### src/rtl/core/vector_distance_engine_defines.svh
// Assertion macros for the vector distance engine.
// Used by the front, job queue and back modules; expects clk and rst_n in scope.
`ifndef VECTOR_DISTANCE_ENGINE_DEFINES_SVH
`define VECTOR_DISTANCE_ENGINE_DEFINES_SVH

`ifndef NO_ASSERTIONS

// Same-cycle implication, disabled during reset.
`define VDE_ASSERT(lbl, ante, cons, msg) \
  lbl: assert property (@(posedge clk) disable iff (!rst_n) (ante) |-> (cons)) \
    else $error(msg);

// Next-cycle implication, disabled during reset.
`define VDE_ASSERT_NEXT(lbl, ante, cons, msg) \
  lbl: assert property (@(posedge clk) disable iff (!rst_n) (ante) |=> (cons)) \
    else $error(msg);

`else

`define VDE_ASSERT(lbl, ante, cons, msg)
`define VDE_ASSERT_NEXT(lbl, ante, cons, msg)

`endif

`endif

### src/rtl/core/vde_pkg.sv
// Shared types, widths and helpers for the vector distance engine.
// No dependencies; used by every other file of the block but the assertion-macro header.
`default_nettype none

package vde_pkg;

  localparam int MAX_DIM   = 4096;
  localparam int ELEM_BITS = 16;

  localparam int ELEM_W   = 16;
  localparam int DIFF_D_W = ELEM_W + 1;
  localparam int PROD_W   = 2 * ELEM_W;
  localparam int SQ_W     = 2 * DIFF_D_W;
  localparam int DOT_W    = 44;
  localparam int DIFF_W   = 45;
  localparam int OUT_W    = 44;
  localparam int CNT_W    = $clog2(MAX_DIM + 1);

  // Digit-by-digit root of diff * 2^30
  localparam int Q30_SHIFT  = 30;
  localparam int ROOT_STEPS = 38;
  localparam int ROOT_W     = ROOT_STEPS;
  localparam int REM_W      = ROOT_W + 3;
  localparam int OPND_W     = 2 * ROOT_STEPS;
  localparam int STEP_W     = $clog2(ROOT_STEPS);
  localparam logic [Q30_SHIFT:0] Q30_ONE = (Q30_SHIFT + 1)'(1) << Q30_SHIFT;

  localparam int JOBQ_DEPTH = 2;
  localparam int JOBQ_AW    = $clog2(JOBQ_DEPTH);
  localparam int JOBQ_CW    = $clog2(JOBQ_DEPTH + 1);

  // Configuration port
  localparam int CFG_ADDR_W = 3;
  localparam int CFG_IDX_W  = CFG_ADDR_W - 2;
  localparam int CFG_DATA_W = 32;
  localparam logic [CFG_IDX_W-1:0] REG_METRIC = CFG_IDX_W'(0);

  typedef enum logic [1:0] {
    METRIC_COSINE = 2'd0,
    METRIC_EUCLID = 2'd1,
    METRIC_DOT    = 2'd2
  } metric_t;

  typedef enum logic [1:0] {
    BK_IDLE,
    BK_ROOT,
    BK_EMIT
  } bk_state_t;

  typedef struct packed {
    logic signed [DOT_W-1:0] dot;
    logic [DIFF_W-1:0]       diff;
    logic                    too_long;
  } job_t;

  // Keep the low ELEM_BITS bits, sign-extend and scale back to Q1.15.
  function automatic logic signed [ELEM_W-1:0] load_elem(input logic [ELEM_W-1:0] raw);
    logic signed [ELEM_W-1:0] v;
    v = ELEM_W'($signed(raw[ELEM_BITS-1:0]));
    return v <<< (ELEM_W - ELEM_BITS);
  endfunction

endpackage

`default_nettype wire

### src/rtl/core/vde_job_fifo.sv
// Short queue of finished sums between the front and back ends.
// Depends on vde_pkg for the job type and depth.
`default_nettype none
`include "vector_distance_engine_defines.svh"

module vde_job_fifo (
  input  wire logic           clk,
  input  wire logic           rst_n,
  input  wire logic           push,
  input  wire vde_pkg::job_t  push_data,
  output logic                full,
  input  wire logic           pop,
  output vde_pkg::job_t       pop_data,
  output logic                empty
);

  vde_pkg::job_t                mem [vde_pkg::JOBQ_DEPTH];
  logic [vde_pkg::JOBQ_AW-1:0]  wr_ptr_r, wr_ptr_nxt;
  logic [vde_pkg::JOBQ_AW-1:0]  rd_ptr_r, rd_ptr_nxt;
  logic [vde_pkg::JOBQ_CW-1:0]  cnt_r, cnt_nxt;

  assign full     = (cnt_r == vde_pkg::JOBQ_CW'(vde_pkg::JOBQ_DEPTH));
  assign empty    = (cnt_r == '0);
  assign pop_data = mem[rd_ptr_r];

  always_comb begin
    wr_ptr_nxt = wr_ptr_r;
    rd_ptr_nxt = rd_ptr_r;
    cnt_nxt    = cnt_r;
    if (push) begin
      wr_ptr_nxt = (wr_ptr_r == vde_pkg::JOBQ_AW'(vde_pkg::JOBQ_DEPTH - 1))
                   ? '0 : wr_ptr_r + vde_pkg::JOBQ_AW'(1);
    end
    if (pop) begin
      rd_ptr_nxt = (rd_ptr_r == vde_pkg::JOBQ_AW'(vde_pkg::JOBQ_DEPTH - 1))
                   ? '0 : rd_ptr_r + vde_pkg::JOBQ_AW'(1);
    end
    if (push && !pop) begin
      cnt_nxt = cnt_r + vde_pkg::JOBQ_CW'(1);
    end else if (pop && !push) begin
      cnt_nxt = cnt_r - vde_pkg::JOBQ_CW'(1);
    end
  end

  always_ff @(posedge clk) begin
    if (!rst_n) begin
      wr_ptr_r <= '0;
      rd_ptr_r <= '0;
      cnt_r    <= '0;
    end else begin
      wr_ptr_r <= wr_ptr_nxt;
      rd_ptr_r <= rd_ptr_nxt;
      cnt_r    <= cnt_nxt;
    end
  end

  always_ff @(posedge clk) begin
    if (push) begin
      mem[wr_ptr_r] <= push_data;
    end
  end

  `VDE_ASSERT(a_no_overrun, push, !full, "job pushed into full queue")
  `VDE_ASSERT(a_no_underrun, pop, !empty, "job popped from empty queue")

endmodule

`default_nettype wire

### config.mk
export PLATFORM = sky130hd
export DESIGN_NAME = vde_job_fifo
export DESIGN_NICKNAME = d
export VERILOG_FILES = /design/src/rtl/core/vde_pkg.sv /design/src/rtl/core/vde_job_fifo.sv
export VERILOG_INCLUDE_DIRS = /design/src /design/src/rtl/core
export SDC_FILE = /design/constraint.sdc
export NUM_CORES = 1
export LEC_CHECK = 0
export BUFFER_PORTS_ARGS = -buffer_cell sky130_fd_sc_hd__clkbuf_2
export CORE_UTILIZATION = 35
export DETAILED_ROUTE_END_ITERATION = 8
export GPL_ROUTABILITY_DRIVEN = 0
export HOLD_SLACK_MARGIN = 0.1
export PLACE_DENSITY = 0.63
export SETUP_SLACK_MARGIN = 0.15
export SYNTH_ARGS = -nofsm -noshare
export SYNTH_HDL_FRONTEND = slang
export SYNTH_SLANG_ARGS = --single-unit
### constraint.sdc
create_clock -name clk -period 8.75 [get_ports clk]
set_clock_uncertainty 0.1 [all_clocks]
set_input_delay 2.625 -clock clk [delete_from_list [all_inputs] [get_ports clk]]
set_output_delay 2.625 -clock clk [all_outputs]
set_load 0.005 [all_outputs]
Word-level counts from Yosys, hierarchy flattened
Memory sizes are Yosys's and may differ from the RTL's. A register that Yosys moved wholly into a read port is not among the register bits.
Cells that the tools add are included.

operators by class
  $add $sub $neg = 4
  equal/unequal tests = 1
  muxes and demuxes = 8
  reduce and logical (&&, ||, !) cells = 6

operators with widths
  kind                                               number
  2-to-1 mux 1 bit                                   6
  2-to-1 mux 2 bit                                   2
  adder 1 bit (second input constant)                2
  adder 2 x 1 -> 2 bit (second input constant)       1
  equality test 2 bit (second input constant)        1
  logical AND 1 bit                                  2
  zero test 1 bit                                    2
  zero test 2 bit                                    1
  nonzero test 2 bit                                 1
  subtractor 2 x 1 -> 2 bit (second input constant)  1

storage, ports and cells
  register bits after elaboration = 4
  memory bits (writable) = 180
  input port bits = 94
  output and inout port bits = 92
  memories kept = 1

memories
  memory  depth  bits a word  read ports  clocked after memory_dff  wr ports  line                text
  mem     2      90           1           1                         1         vde_job_fifo.sv:17  vde_pkg::job_t mem [vde_pkg::JOBQ_DEPTH];

Logic depth before layout (Yosys ltp)
  word-level depth = 4
  mapped depth = 5

Worst setup path before layout
No wires, ideal clock.

  path kind = in2reg
  start = in push
  end = mem mem[0][0] in the netlist's numbering, enable pin
  library setup time = 0.551 ns
  arrival = 6.581 ns
  setup slack = 1.518 ns
  stages = 1
  buffers on the path = 0
  path through = nor2b_1

on the way
  longest elaborated chain between the ends = 2

ends and longest elaborated chain
  what                                    line                text
  from (decl)                             vde_job_fifo.sv:9   input wire logic push,
  2-to-1 mux 1 bit                        vde_job_fifo.sv:58  if (push) begin
  2-to-1 mux 1 bit (implied by the code)  vde_job_fifo.sv:59  mem[wr_ptr_r] <= push_data;
  to (decl)                               vde_job_fifo.sv:17

Every way passes these cells.

==> results <==
- Compared with the post-synthesis result, the final layout area differs by 25.8%.
- The largest net degree at the start of global routing is 91.
- The via count of the first global-routing pass is 3648.
- The total area inside the core boundary comes to 18800 um2.
- The net count after synthesis is 397.
- Setup repair after global routing left no endpoint under its margin.
- The global-route congestion overflow total is 0.
- The remaining routing DRC violations is 0.
- The die is 141 um wide.
- The average cell area after synthesis is 22.3 um2.
- The number of antenna violations at the first check in global routing was 0.
- Of the post-synthesis cell area, the dominant cell type holds 0.801.
- The final standard cell count with taps included and fillers excluded is 746.
- The share of the clock period used by the worst path after layout is 0.561.
- The share of total power dissipated in the clock network is 0.390.
- The total count of hold-check failures in the final report is 0.
- Input and output buffers added on the ports amount to 185.
- The detailed placer's ending HPWL is 7770 um.
- The number of hold buffers added after cts is 0.
- Max-cap violations in this run came to 0.
- Once layout is done, the placed cells without fillers occupy 8490 um2.
- The buffer depth of the longest clock path is 2.
- The number of top-level pins is 186.
- Registers take 5510 um2.
- Counting flops with a built-in enable in the synthesized netlist gives 180.
- The worst slew slack as a fraction of its limit is 0.183.
- The detailed-router iteration count before antenna repair is 4.
- The number of endpoints failing setup at the final stage is 0.
- The cell count of the worst reg-to-reg path is 2.
- Along the worst path, the maximum fanout reaches 90.
- The share of total power in combinational logic is 0.082.
- Of all flip-flops after synthesis, the portion carrying an async set or reset was 0.
- The path class of the lowest-slack min-delay path is reg -> reg.
- Once placement finished, the instance area stood at 7890 um2.
- TritonCTS built the clock tree.
- The number of clock buffers added by TritonCTS is 17.
- The minimum clock period after layout is 4.91 ns.
- For this block, the routed nets add up to 12300 um of wire.
- The wire length of the first global-routing pass is 19000 um.
- After clock tree synthesis, the clock-pin slew on the worst setup and hold paths is 0.07 ns.
- The most common flop cell mapped by yosys is edfxtp_1.
- Of the total power, the share spent switching nets is 0.213.
- The repair_antennas step left the layout with diodes totalling 0.
- STA classifies the critical path endpoint as a primary output.
- The arrival time of data at the critical path endpoint is 2.19 ns.
- The ratio of cells with drive above 1 in the final layout is 0.609.
- Counting every instance in the synthesized netlist gives 302.
- By instance count, the leading cell after synthesis is edfxtp_1.
- The average wire per cell in the routed design is 16.5 um.
- The warning count from the yosys run is 0.
- The commonest cells after synthesis are edfxtp_1, mux2_2, buf_6.
- The floorplan step set the die height to 141 um.
- The total global routing track utilization is 0.129.
- The deepest level of the CTS H-tree is 4.
- The transition time at the pin with the least slew margin is 1.22 ns.
- Summed over all instances, the cell type with the most area after synthesis is edfxtp_1.
- The power dissipated by switching net loads is 0.423 mW.
- Dividing the detail-routed via count by the number of cells gives 4.56.
- For this configuration, the core starts out at a cell density of 0.359.
- The sequential share of the synthesized area is 0.816.
- Cell internal power was estimated by the tool at 1.57 mW.
- STA classifies the critical path startpoint as a register.
- The flow ran to the end, and the final reports show no timing, DRC or antenna violations.
- At the later pin of the worst-skew pair, clock insertion delay measures 0.42 ns.
- Data on the critical path is required at its endpoint by 6.03 ns.
- The cell chosen for the clock root is clkbuf_16.
- After floorplanning, the core was divided into 50 placement rows.
- The number of nets in the final layout is 594.
- The post-layout utilization of the core is 0.452.
- Ranked by total cell area, the synthesized netlist is headed by edfxtp_1, mux2_2, buf_6, dfxtp_1, and2_1.
- The residual antenna-violating net count after detailed routing is 0.
- The die covers 19800 um2.
- Across all layers, the routed design uses 3405 vias.
- The count of different cell masters after synthesis is 17.
- Post-CTS repair changed the size of 0 cells.
- The count of buffers added by post-CTS timing repair for setup is 0.
- After layout, the design draws a total of 1.99 mW.
- The total area of multi-input combinational cells is 1140 um2.
- The number of cells on the worst hold path is 2.
- The setup path with the least slack is of type reg -> out.
- The maximum clock frequency is 204 MHz.
- Power spread over the standard cell area amounts to 234 nW/um2.
- In this run, synthesis produced a sequential element count of 185.
- For this design, the sink count on the clock tree is 185.
- The count of pins over their slew limit is 0.
- The sum of negative setup slack is 0 ns.
- The total standard cell area after synthesis is 6750 um2.
- VDD sags by at most 126 uV.
- Fill cells in the final layout number 1645.
- Once placement completed, the tool counted placed cells totaling 714.
- The register share of total power is 0.528.
- The leakage power total is 3.20 nW.
- For this block, the initial DRC count from the detailed router was 163.
-- registers in the layout, indices dropped and copies added (netlist names), named ones only --
| name | cells |
|---|---|
| rd_ptr_r | 1 |
| cnt_r | 2 |
| wr_ptr_r | 1 |
| mem | 180 |
-- critical path, stage by stage (launching register included) --
cell	delay, ns
dfxtp_4	1.16
mux2_2	0.45
clkbuf_2	0.12
-- cell usage in the layout (no fill, tap or decap), types with 2 or more instances in the layout --
| master | n |
|---|---|
| bufinv_16 | 3 |
| dfxtp_1 | 4 |
| clkinv_1 | 2 |
| clkinvlp_4 | 2 |
| xor2_1 | 2 |
| clkinv_2 | 3 |
| inv_6 | 4 |
| clkbuf_16 | 17 |
| edfxtp_1 | 180 |
| clkbuf_2 | 185 |
| and2_1 | 3 |
| buf_4 | 3 |
| mux2_2 | 90 |
-- path summary, 6_finish.rpt --
path                  from           end  slack [ns]
setup / recovery  register  pop_data[69]        3.84
hold / removal    cnt_r[1]      cnt_r[1]        0.43
setup reg to reg  wr_ptr_r    mem[1][89]        6.59
hold reg to reg   cnt_r[1]      cnt_r[1]        0.43
-- cell type report --
class,count,area share
well taps,234,0.0345
inverters,1,0.000442
repair buffers,188,0.112
clock buffers,17,0.0501
clock inverters,15,0.0202
flip-flops and latches,185,0.649
multi-input cells,106,0.134
-- through the flow --
step	hold WS [ns]	worst slack (ns)
6_report	0.425	3.84
4_1_cts	0.430	3.75
3_5_place_dp	0.407	4.13
5_1_grt	0.467	3.64
3_3_place_gp	0.378	4.20
2_1_floorplan	0.366	1.52
-- layer usage --
metal / global-route usage / share of wire
met3: 0.0431 / 0.059
met4: 0.0503 / 0.014
met5: 0 / 0
met2: 0.218 / 0.50
met1: 0.152 / 0.43
-- logic make-up (layout without fill, tap and decap cells) --
| group | Yosys count | count (layout) | synth area share |
|---|---|---|---|
| flip-flops | 185 | 185 | 0.816 |
| adder cells (fa/ha/maj) | 1 | 1 | 0.00185 |
| AND/OR/NAND/NOR | 9 | 9 | 0.00835 |
| buffers and inverters | 11 | 221 | 0.0167 |
| AO/OA/AOI/OAI | 3 | 3 | 0.00297 |
| multiplexers | 90 | 90 | 0.150 |
| XOR/XNOR | 3 | 3 | 0.00390 |
-- power groups by stage --
stage | Combinational [mW] | Sequential [mW] | Clock, mW
6_report | 0.163 | 1.05 | 0.775
2_1_floorplan | 0.100 | 1.05 | 0
3_3_place_gp | 0.163 | 1.07 | 0
5_1_grt | 0.179 | 1.06 | 0.828
3_5_place_dp | 0.166 | 1.07 | 0
4_1_cts | 0.168 | 1.05 | 0.798
Power figures use the tool's default switching activity.
