--- config.mk ---
export PLATFORM = sky130hd
export DESIGN_NAME = vde_front_flat
export DESIGN_NICKNAME = d
export VERILOG_FILES = /design/src/rtl/core/vde_pkg.sv /design/src/rtl/core/vde_if.sv /design/src/rtl/core/vde_front.sv /design/src/flat_wrapper.sv
export VERILOG_INCLUDE_DIRS = /design/src /design/src/rtl/core
export SDC_FILE = /design/constraint.sdc
export NUM_CORES = 2
export LEC_CHECK = 0
export BUFFER_PORTS_ARGS = -buffer_cell sky130_fd_sc_hd__buf_4
export CELL_PAD_IN_SITES_DETAIL_PLACEMENT = 0
export CELL_PAD_IN_SITES_GLOBAL_PLACEMENT = 2
export CORE_MARGIN = 10
export CORE_UTILIZATION = 41
export CTS_CLUSTER_DIAMETER = 80
export DETAILED_ROUTE_END_ITERATION = 8
export GPL_ROUTABILITY_DRIVEN = 0
export MAX_ROUTING_LAYER = met4
export PLACE_DENSITY_LB_ADDON = 0.1
export REMOVE_ABC_BUFFERS = 1
export SLEW_MARGIN = 30
export SYNTH_ARGS = -nofsm -noshare
export SYNTH_HDL_FRONTEND = slang
export SYNTH_SLANG_ARGS = --single-unit
--- constraint.sdc ---
create_clock -name clk -period 10.3 [get_ports clk]
set_clock_uncertainty 0.2 [all_clocks]
set_input_delay 1.03 -clock clk [delete_from_list [all_inputs] [get_ports clk]]
set_output_delay 1.03 -clock clk [all_outputs]
set_load 0.05 [all_outputs]
--- src/rtl/core/vector_distance_engine_defines.svh ---
// Assertion macros for the vector distance engine.
// Used by the front, job queue and back modules; expects clk and rst_n in scope.
`ifndef VECTOR_DISTANCE_ENGINE_DEFINES_SVH
`define VECTOR_DISTANCE_ENGINE_DEFINES_SVH

`ifndef NO_ASSERTIONS

// Same-cycle implication, disabled during reset.
`define VDE_ASSERT(lbl, ante, cons, msg) \
  lbl: assert property (@(posedge clk) disable iff (!rst_n) (ante) |-> (cons)) \
    else $error(msg);

// Next-cycle implication, disabled during reset.
`define VDE_ASSERT_NEXT(lbl, ante, cons, msg) \
  lbl: assert property (@(posedge clk) disable iff (!rst_n) (ante) |=> (cons)) \
    else $error(msg);

`else

`define VDE_ASSERT(lbl, ante, cons, msg)
`define VDE_ASSERT_NEXT(lbl, ante, cons, msg)

`endif

`endif

--- src/rtl/core/vde_pkg.sv ---
// Shared types, widths and helpers for the vector distance engine.
// No dependencies; used by every other file of the block but the assertion-macro header.
`default_nettype none

package vde_pkg;

  localparam int MAX_DIM   = 4096;
  localparam int ELEM_BITS = 16;

  localparam int ELEM_W   = 16;
  localparam int DIFF_D_W = ELEM_W + 1;
  localparam int PROD_W   = 2 * ELEM_W;
  localparam int SQ_W     = 2 * DIFF_D_W;
  localparam int DOT_W    = 44;
  localparam int DIFF_W   = 45;
  localparam int OUT_W    = 44;
  localparam int CNT_W    = $clog2(MAX_DIM + 1);

  // Digit-by-digit root of diff * 2^30
  localparam int Q30_SHIFT  = 30;
  localparam int ROOT_STEPS = 38;
  localparam int ROOT_W     = ROOT_STEPS;
  localparam int REM_W      = ROOT_W + 3;
  localparam int OPND_W     = 2 * ROOT_STEPS;
  localparam int STEP_W     = $clog2(ROOT_STEPS);
  localparam logic [Q30_SHIFT:0] Q30_ONE = (Q30_SHIFT + 1)'(1) << Q30_SHIFT;

  localparam int JOBQ_DEPTH = 2;
  localparam int JOBQ_AW    = $clog2(JOBQ_DEPTH);
  localparam int JOBQ_CW    = $clog2(JOBQ_DEPTH + 1);

  // Configuration port
  localparam int CFG_ADDR_W = 3;
  localparam int CFG_IDX_W  = CFG_ADDR_W - 2;
  localparam int CFG_DATA_W = 32;
  localparam logic [CFG_IDX_W-1:0] REG_METRIC = CFG_IDX_W'(0);

  typedef enum logic [1:0] {
    METRIC_COSINE = 2'd0,
    METRIC_EUCLID = 2'd1,
    METRIC_DOT    = 2'd2
  } metric_t;

  typedef enum logic [1:0] {
    BK_IDLE,
    BK_ROOT,
    BK_EMIT
  } bk_state_t;

  typedef struct packed {
    logic signed [DOT_W-1:0] dot;
    logic [DIFF_W-1:0]       diff;
    logic                    too_long;
  } job_t;

  // Keep the low ELEM_BITS bits, sign-extend and scale back to Q1.15.
  function automatic logic signed [ELEM_W-1:0] load_elem(input logic [ELEM_W-1:0] raw);
    logic signed [ELEM_W-1:0] v;
    v = ELEM_W'($signed(raw[ELEM_BITS-1:0]));
    return v <<< (ELEM_W - ELEM_BITS);
  endfunction

endpackage

`default_nettype wire

--- src/rtl/core/vde_if.sv ---
// Valid/ready channel interfaces for element pairs and distance results.
// Widths come from vde_pkg.
`default_nettype none

interface vde_in_if;
  logic                                 valid;
  logic                                 ready;
  logic signed [vde_pkg::ELEM_W-1:0]    elem_a;
  logic signed [vde_pkg::ELEM_W-1:0]    elem_b;
  logic                                 last;

  modport source (output valid, elem_a, elem_b, last, input ready);
  modport sink   (input valid, elem_a, elem_b, last, output ready);
endinterface


`default_nettype wire

--- src/rtl/core/vde_front.sv ---
// Front end: takes element pairs, multiplies, and keeps the running sums.
// Pushes one job per vector into the job queue. Depends on vde_pkg, vde_if.
`default_nettype none
`include "vector_distance_engine_defines.svh"

module vde_front (
  input  wire logic          clk,
  input  wire logic          rst_n,
  vde_in_if.sink             in_ch,
  output vde_pkg::job_t      job_data,
  output logic               job_push,
  input  wire logic          job_full
);

  logic signed [vde_pkg::ELEM_W-1:0]   a_s, b_s;
  logic signed [vde_pkg::DIFF_D_W-1:0] d_s;
  logic signed [vde_pkg::PROD_W-1:0]   prod_s;
  logic signed [vde_pkg::SQ_W-1:0]     sq_s;

  logic                              accept;
  logic                              full_hit;
  logic [vde_pkg::CNT_W-1:0]         cnt_r, cnt_nxt;
  logic                              ovf_r, ovf_nxt;

  logic                              s1_v_r, s1_v_nxt;
  logic signed [vde_pkg::PROD_W-1:0] s1_prod_r;
  logic [vde_pkg::SQ_W-2:0]          s1_sq_r;
  logic                              s1_last_r, s1_skip_r, s1_tl_r;
  logic                              s1_adv;

  logic signed [vde_pkg::DOT_W-1:0]  dot_r, dot_nxt, dot_new;
  logic [vde_pkg::DIFF_W-1:0]        diff_r, diff_nxt, diff_new;
  logic signed [vde_pkg::DOT_W:0]    dot_sum;
  logic [vde_pkg::DIFF_W:0]          diff_sum;

  // Stage 1: multiply
  always_comb begin
    a_s    = vde_pkg::load_elem(in_ch.elem_a);
    b_s    = vde_pkg::load_elem(in_ch.elem_b);
    d_s    = vde_pkg::DIFF_D_W'(a_s) - vde_pkg::DIFF_D_W'(b_s);
    prod_s = vde_pkg::PROD_W'(a_s) * vde_pkg::PROD_W'(b_s);
    sq_s   = vde_pkg::SQ_W'(d_s) * vde_pkg::SQ_W'(d_s);
  end

  // Hold the last beat of a vector while the queue is full.
  assign s1_adv      = s1_v_r && !(s1_last_r && job_full);
  assign in_ch.ready = !s1_v_r || s1_adv;
  assign accept      = in_ch.valid && in_ch.ready;
  assign full_hit    = (cnt_r >= vde_pkg::CNT_W'(vde_pkg::MAX_DIM));

  always_comb begin
    cnt_nxt  = cnt_r;
    ovf_nxt  = ovf_r;
    s1_v_nxt = s1_v_r;
    if (accept) begin
      s1_v_nxt = 1'b1;
      if (in_ch.last) begin
        cnt_nxt = '0;
        ovf_nxt = 1'b0;
      end else if (full_hit) begin
        ovf_nxt = 1'b1;
      end else begin
        cnt_nxt = cnt_r + vde_pkg::CNT_W'(1);
      end
    end else if (s1_adv) begin
      s1_v_nxt = 1'b0;
    end
  end

  always_ff @(posedge clk) begin
    if (!rst_n) begin
      cnt_r  <= '0;
      ovf_r  <= 1'b0;
      s1_v_r <= 1'b0;
    end else begin
      cnt_r  <= cnt_nxt;
      ovf_r  <= ovf_nxt;
      s1_v_r <= s1_v_nxt;
    end
  end

  always_ff @(posedge clk) begin
    if (accept) begin
      s1_prod_r <= prod_s;
      s1_sq_r   <= sq_s[vde_pkg::SQ_W-2:0];
      s1_last_r <= in_ch.last;
      s1_skip_r <= full_hit;
      s1_tl_r   <= ovf_r || full_hit;
    end
  end

  // Stage 2: accumulate with saturation
  always_comb begin
    dot_sum  = (vde_pkg::DOT_W + 1)'(dot_r) + (vde_pkg::DOT_W + 1)'(s1_prod_r);
    diff_sum = (vde_pkg::DIFF_W + 1)'(diff_r) + (vde_pkg::DIFF_W + 1)'(s1_sq_r);
    if (dot_sum[vde_pkg::DOT_W] != dot_sum[vde_pkg::DOT_W-1]) begin
      dot_new = dot_sum[vde_pkg::DOT_W] ? {1'b1, {(vde_pkg::DOT_W-1){1'b0}}}
                                        : {1'b0, {(vde_pkg::DOT_W-1){1'b1}}};
    end else begin
      dot_new = dot_sum[vde_pkg::DOT_W-1:0];
    end
    diff_new = diff_sum[vde_pkg::DIFF_W] ? {vde_pkg::DIFF_W{1'b1}}
                                         : diff_sum[vde_pkg::DIFF_W-1:0];
    if (s1_skip_r) begin
      dot_new  = dot_r;
      diff_new = diff_r;
    end

    job_data.dot      = dot_new;
    job_data.diff     = diff_new;
    job_data.too_long = s1_tl_r;
    job_push          = s1_adv && s1_last_r;

    dot_nxt  = dot_r;
    diff_nxt = diff_r;
    if (s1_adv) begin
      dot_nxt  = s1_last_r ? '0 : dot_new;
      diff_nxt = s1_last_r ? '0 : diff_new;
    end
  end

  always_ff @(posedge clk) begin
    if (!rst_n) begin
      dot_r  <= '0;
      diff_r <= '0;
    end else begin
      dot_r  <= dot_nxt;
      diff_r <= diff_nxt;
    end
  end

  `VDE_ASSERT(a_cnt_bound, 1'b1, cnt_r <= vde_pkg::CNT_W'(vde_pkg::MAX_DIM), "element count past limit")

endmodule

`default_nettype wire

--- src/flat_wrapper.sv ---
// flat-port wrapper written by rule: the top's interface ports become plain ports
module vde_front_flat 
  (clk, rst_n, job_data, job_push, job_full, in_ch_valid, in_ch_elem_a, in_ch_elem_b, in_ch_last, in_ch_ready);
  vde_in_if in_ch_i ();
  input  wire logic clk;
  input  wire logic rst_n;
  output vde_pkg::job_t job_data;
  output logic job_push;
  input  wire logic job_full;
  input wire logic [$bits(in_ch_i.valid)-1:0] in_ch_valid;
  input wire logic [$bits(in_ch_i.elem_a)-1:0] in_ch_elem_a;
  input wire logic [$bits(in_ch_i.elem_b)-1:0] in_ch_elem_b;
  input wire logic [$bits(in_ch_i.last)-1:0] in_ch_last;
  output wire logic [$bits(in_ch_i.ready)-1:0] in_ch_ready;
  assign in_ch_i.valid = in_ch_valid;
  assign in_ch_i.elem_a = in_ch_elem_a;
  assign in_ch_i.elem_b = in_ch_elem_b;
  assign in_ch_i.last = in_ch_last;
  assign in_ch_ready = in_ch_i.ready;
  vde_front u_core (.clk(clk), .rst_n(rst_n), .in_ch(in_ch_i), .job_data(job_data), .job_push(job_push), .job_full(job_full));
endmodule
* Yosys cells after proc, flatten, opt, wreduce, memory -nomap -nowiden *
Index checks and enable logic that the tools add are counted.

storage, ports and cells
  output and inout bits = 92
  register bits = 172

operators by class
  order comparisons = 1
  $add $sub $neg = 4
  mux-type cells = 13
  reductions and logical operators = 12
  eq/ne operators = 2
  $mul = 2

operator list
  operator                                                          count
  44-bit 2-to-1 mux                                                 4
  45-bit 2-to-1 mux                                                 3
  45-bit by 33-bit adder with 46-bit output                         1
  44-bit by 32-bit adder with 45-bit output                         1
  17-bit by 17-bit multiplier with 33-bit output                    1
  16-bit by 16-bit multiplier with 32-bit output                    1
  13-bit 2-to-1 mux                                                 2
  16-bit by 16-bit subtractor with 17-bit output                    1
  13-bit by 1-bit adder with 13-bit output (second input constant)  1
  13-bit greater-or-equal comparator (second input constant)        1
  1-bit logical AND                                                 4
  1-bit 2-to-1 mux                                                  4
  2-bit AND reduction                                               2
  2-bit nonzero test                                                2
  1-bit zero test                                                   2
  1-bit logical OR                                                  2
  2-bit != test (second input constant)                             1
  1-bit != test                                                     1

* Longest topological paths before layout *
  depth in word-level cells = 6
  depth in mapped cells = 35
  mapped depth without buffers = 33

* Worst setup path after synthesis *
Ideal clock, no wire load.

  kind = input port to flip-flop
  from = in in_ch_elem_a[0]
  to = reg u_core.s1_sq_r[32] in the netlist's numbering, data pin
  arrival time = 8.724 ns
  library setup time = 0.280 ns
  setup slack = 1.096 ns
  stages on the path = 33
  path through = inv_1 > buf_1 > ha_1 > fa_1 > nor2b_1 > o21ai_0 > a21boi_0 > o41ai_1 > o2111ai_1 > nand3_1 > a21o_1 > a31oi_2 > clkbuf_1 > nor2_1 > fa_1 > inv_1 > fa_1 > inv_1 > fa_1 > fa_1 > fa_1 > inv_1 > fa_1 > inv_1 > ha_1 > clkbuf_1 > nand3_1 > nor2_1 > o21ai_0 > o21a_1 > o311ai_0 > a2111o_1 > o211ai_1

between the ends
  word-level cells in the longest chain between the ends = 2

ends and longest elaborated chain
  what                                            RTL line            RTL
  start, declared                                 flat_wrapper.sv:11  input wire logic [$bits(in_ch_i.elem_a)-1:0] in_ch_elem_a;
  16-bit by 16-bit subtractor with 17-bit output  vde_front.sv:40     d_s = vde_pkg::DIFF_D_W'(a_s) - vde_pkg::DIFF_D_W'(b_s);
  17-bit by 17-bit multiplier with 33-bit output  vde_front.sv:42     sq_s = vde_pkg::SQ_W'(d_s) * vde_pkg::SQ_W'(d_s);
  net u_core.sq_s, one bit                        vde_front.sv:18     logic signed [vde_pkg::SQ_W-1:0] sq_s;
  end signal, assigned                            vde_front.sv:85     s1_sq_r <= sq_s[vde_pkg::SQ_W-2:0];
  end, declared                                   vde_front.sv:27     logic [vde_pkg::SQ_W-2:0] s1_sq_r;

The timed path passes the listed nets, and every way through them passes these cells.
A chain may end at the register's enable or synchronous reset.

* Worst setup path after layout *
  from = in in_ch_elem_b[2]
  to = reg u_core.s1_sq_r[32] in the netlist's numbering, data pin

between the ends
  word-level cells in the longest chain between the ends = 2

ends and longest elaborated chain
  what                                            RTL line            RTL
  start, declared                                 flat_wrapper.sv:12  input wire logic [$bits(in_ch_i.elem_b)-1:0] in_ch_elem_b;
  16-bit by 16-bit subtractor with 17-bit output  vde_front.sv:40
  17-bit by 17-bit multiplier with 33-bit output  vde_front.sv:42
  net u_core.sq_s, one bit                        vde_front.sv:18

The timed path passes the listed nets, and every way through them passes these cells.

==> flow_metrics.py <==
metrics = {
    "outcome": {
        "run_status": "finished, final reports clean",
    },
    "worst_setup_path": {
        "r2r-start": "u_core.s1_prod_r[31]",
        "cp_slowest_cell": "o311ai_0",
        "start_kind": "input port",
        "worstPathRequired_ns": 10.29,
        "end_kind": "register",
        "rrSetupSlack_ns": 5.90,
        "critPathMaxStageDelay_ns": 0.61,
        "crit_type": "input port to register",
        "worst_ep_arrival_time_ns": 9.39,
        "worstPathMaxFanout": 15,
        "worstRegToRegCells": 11,
        "worstReg2RegEnd": "u_core.dot_r[42]",
    },
    "global_routing": {
        "grt_pass1_wl_um": 143000,
        "grt_pass1_vias": 26100,
        "grt_max_degree": 87,
        "gr-total-overflow": 0,
        "track_usage_pct": 21.2,
        "antenna_found_initial": 1,
    },
    "finish": {
        "final_cells": 4634,
        "fill_cells": 7544,
        "final_core_util_pct": 44.7,
        "diodes": 0,
        "layout_common_cells": "657 x inv_1, 529 x fa_1, 430 x nand2_1",
        "layout-drive-gt1-share_pct": 6.43,
        "syn_to_final_growth_pct": 8.22,
        "nets": 4479,
        "final_common_cell": "inv_1",
    },
    "die": {
        "initial_core_util_pct": 41.3,
        "io_pins": 129,
        "die_w_um": 296,
        "core_area_sq_mm": 0.0758,
        "die_h_um": 296,
        "num_rows": 101,
        "die-area_sq_mm": 0.0879,
    },
    "sta": {
        "finalHoldViolations": 0,
        "period_needed_ns": 9.40,
        "rsz0062_at_grt": "false",
        "period_share_pct": 91.3,
        "fin_ws_ns": 0.898,
        "drv_slew": 0,
        "fin_tns_setup_ns": 0,
        "setup_viol": 0,
        "fmax_mhz": 106,
        "worst_pin_slew_ns": 1.01,
        "relSlewSlack_pct": 30.7,
    },
    "min_path": {
        "hold_path_end": "u_core.ovf_r",
        "hold_start": "u_core.ovf_r",
        "holdPathStages": 2,
        "hold_class": "register to register",
    },
    "place": {
        "pre_cts_ws_ns": 0.490,
        "portBuffers": 128,
        "dp_hpwl_um": 72400,
        "placed_cells": 4601,
    },
    "detailed_routing": {
        "avgViaCountPerCell": 5.27,
        "vias": 24400,
        "drc": 0,
        "drt_iter0_markers": 1297,
        "drtAntennaViolNets": 0,
        "first_pass_iters": 6,
        "wl_um": 88200,
        "wl_per_cell_um": 19.0,
    },
    "cts": {
        "cts_resized": 0,
        "clock-sinks": 171,
        "cts_made_buffers": 17,
        "root_buffer": "clkbuf_16",
        "cts_buffer_depth": 2,
        "htreeDepth": 4,
        "cts_tree": "yes",
        "clk_pin_slew_worst_paths_ns": 0.08,
        "clkLatencyLatePin_ns": 0.46,
        "holdBufCountCts": 0,
        "post-cts-setup-buffers": 0,
    },
    "logic_synthesis": {
        "post_synth_instance_area_sq_mm": 0.0313,
        "async_flop_share_pct": 0,
        "ys_seq_area_share_pct": 13.1,
        "ys.flop_type": "dfxtp_1",
        "ys_types": 79,
        "ys_warn_count": 0,
        "synth.ff_latch_count": 171,
        "synth_cells": 3592,
        "synth_edf_count": 67,
        "avgSynthCellArea_sq_um": 8.72,
    },
    "run": {
        "cap_violations": 0,
    },
}
cells in the mapped netlist, types with 23 or more instances:
cell type,instances,area [sq um]
nor3_1,37,185
and3_1,23,144
xor2_1,50,438
edfxtp_1,67,2010
fa_1,529,10600
nand2_1,430,1610
nand2b_1,32,200
ha_1,270,3380
xnor2_1,110,963
dfxtp_1,104,2080
o21ai_0,180,901
a22o_1,28,245
nor2_1,218,818
a21oi_1,189,946
nand3_1,41,205
clkbuf_1,115,432
nand4_1,24,150
and2_1,79,494
a21o_1,74,556
o211ai_1,24,180
inv_1,658,2470
worst max-delay path, delay by kind of cell:
| kind | cells | cell delay [ns] |
|---|---|---|
| buffers and inverters | 9 | 1.02 |
| adder cells (fa/ha/maj) | 8 | 3.49 |
| AND/OR/NAND/NOR | 2 | 0.32 |
| AO/OA/AOI/OAI | 12 | 3.22 |
| XOR/XNOR | 1 | 0.29 |
final cells by class:
type / instances / area (sq um) / area share [%]
Sequential cell: 171 / 4090 / 12.1
Multi-Input combinational cell: 2620 / 24300 / 71.5
Tap cell: 978 / 1220 / 3.61
Inverter: 666 / 2500 / 7.37
Clock buffer: 19 / 443 / 1.31
Timing Repair Buffer: 167 / 1260 / 3.71
Clock inverter: 13 / 136 / 0.402
through the flow:
| step | instance area (sq um) | hold slack, ns |
|---|---|---|
| detailed placement | 33300 | 0.253 |
| CTS | 33900 | 0.273 |
| global route | 33900 | 0.301 |
| global placement | 33300 | 0.246 |
| floorplan | 30800 | 0.229 |
| finish | 33900 | 0.271 |
metal layers:
metal  vias to the layer above  routed length [um]  GRT usage [%]
li1                      11600                   -              -
met1                     12200               42500           28.9
met2                       471               41300           34.1
met3                        82                2750           1.38
met4                         0                1680           5.14
met5                         -                   0              -
cell families (layout without fill, tap and decap cells):
family | count (synthesis) | after routing | share of synthesized area, %
and+or+nand+nor | 962 | 962 | 13.9
adders and majority gates | 801 | 801 | 44.6
buffers and inverters | 801 | 865 | 9.67
AOI/OAI and AO/OA | 681 | 681 | 13.7
DFF | 171 | 171 | 13.1
xor gates and xnor gates | 160 | 160 | 4.47
muxes | 16 | 16 | 0.535
state kept, by name (all words and copies together) (netlist names):
name              cells
u_core.s1_tl_r        1
u_core.s1_v_r         1
u_core.s1_skip_r      1
u_core.cnt_r         13
u_core.s1_prod_r     32
u_core.diff_r        45
u_core.s1_sq_r       32
u_core.ovf_r          1
u_core.dot_r         44
u_core.s1_last_r      1
worst max path at each step:
stage	slack (ns)	cells past startpoint	endpoint	startpoint
floorplan	1.22	32	u_core.s1_sq_r[31]	in_ch_elem_a[0]
global placement	0.71	34	u_core.s1_sq_r[32]	in_ch_elem_b[1]
detailed placement	0.49	34	u_core.s1_sq_r[32]	in_ch_elem_b[1]
CTS	0.97	34	u_core.s1_sq_r[32]	in_ch_elem_b[1]
global route	0.40	31	u_core.s1_sq_r[32]	in_ch_elem_b[2]
finish	0.90	32	u_core.s1_sq_r[32]	in_ch_elem_b[2]
Power is left out: the tool's default activity adds up to more than one toggle a clock period on the data nets, which glitch-free logic cannot reach.
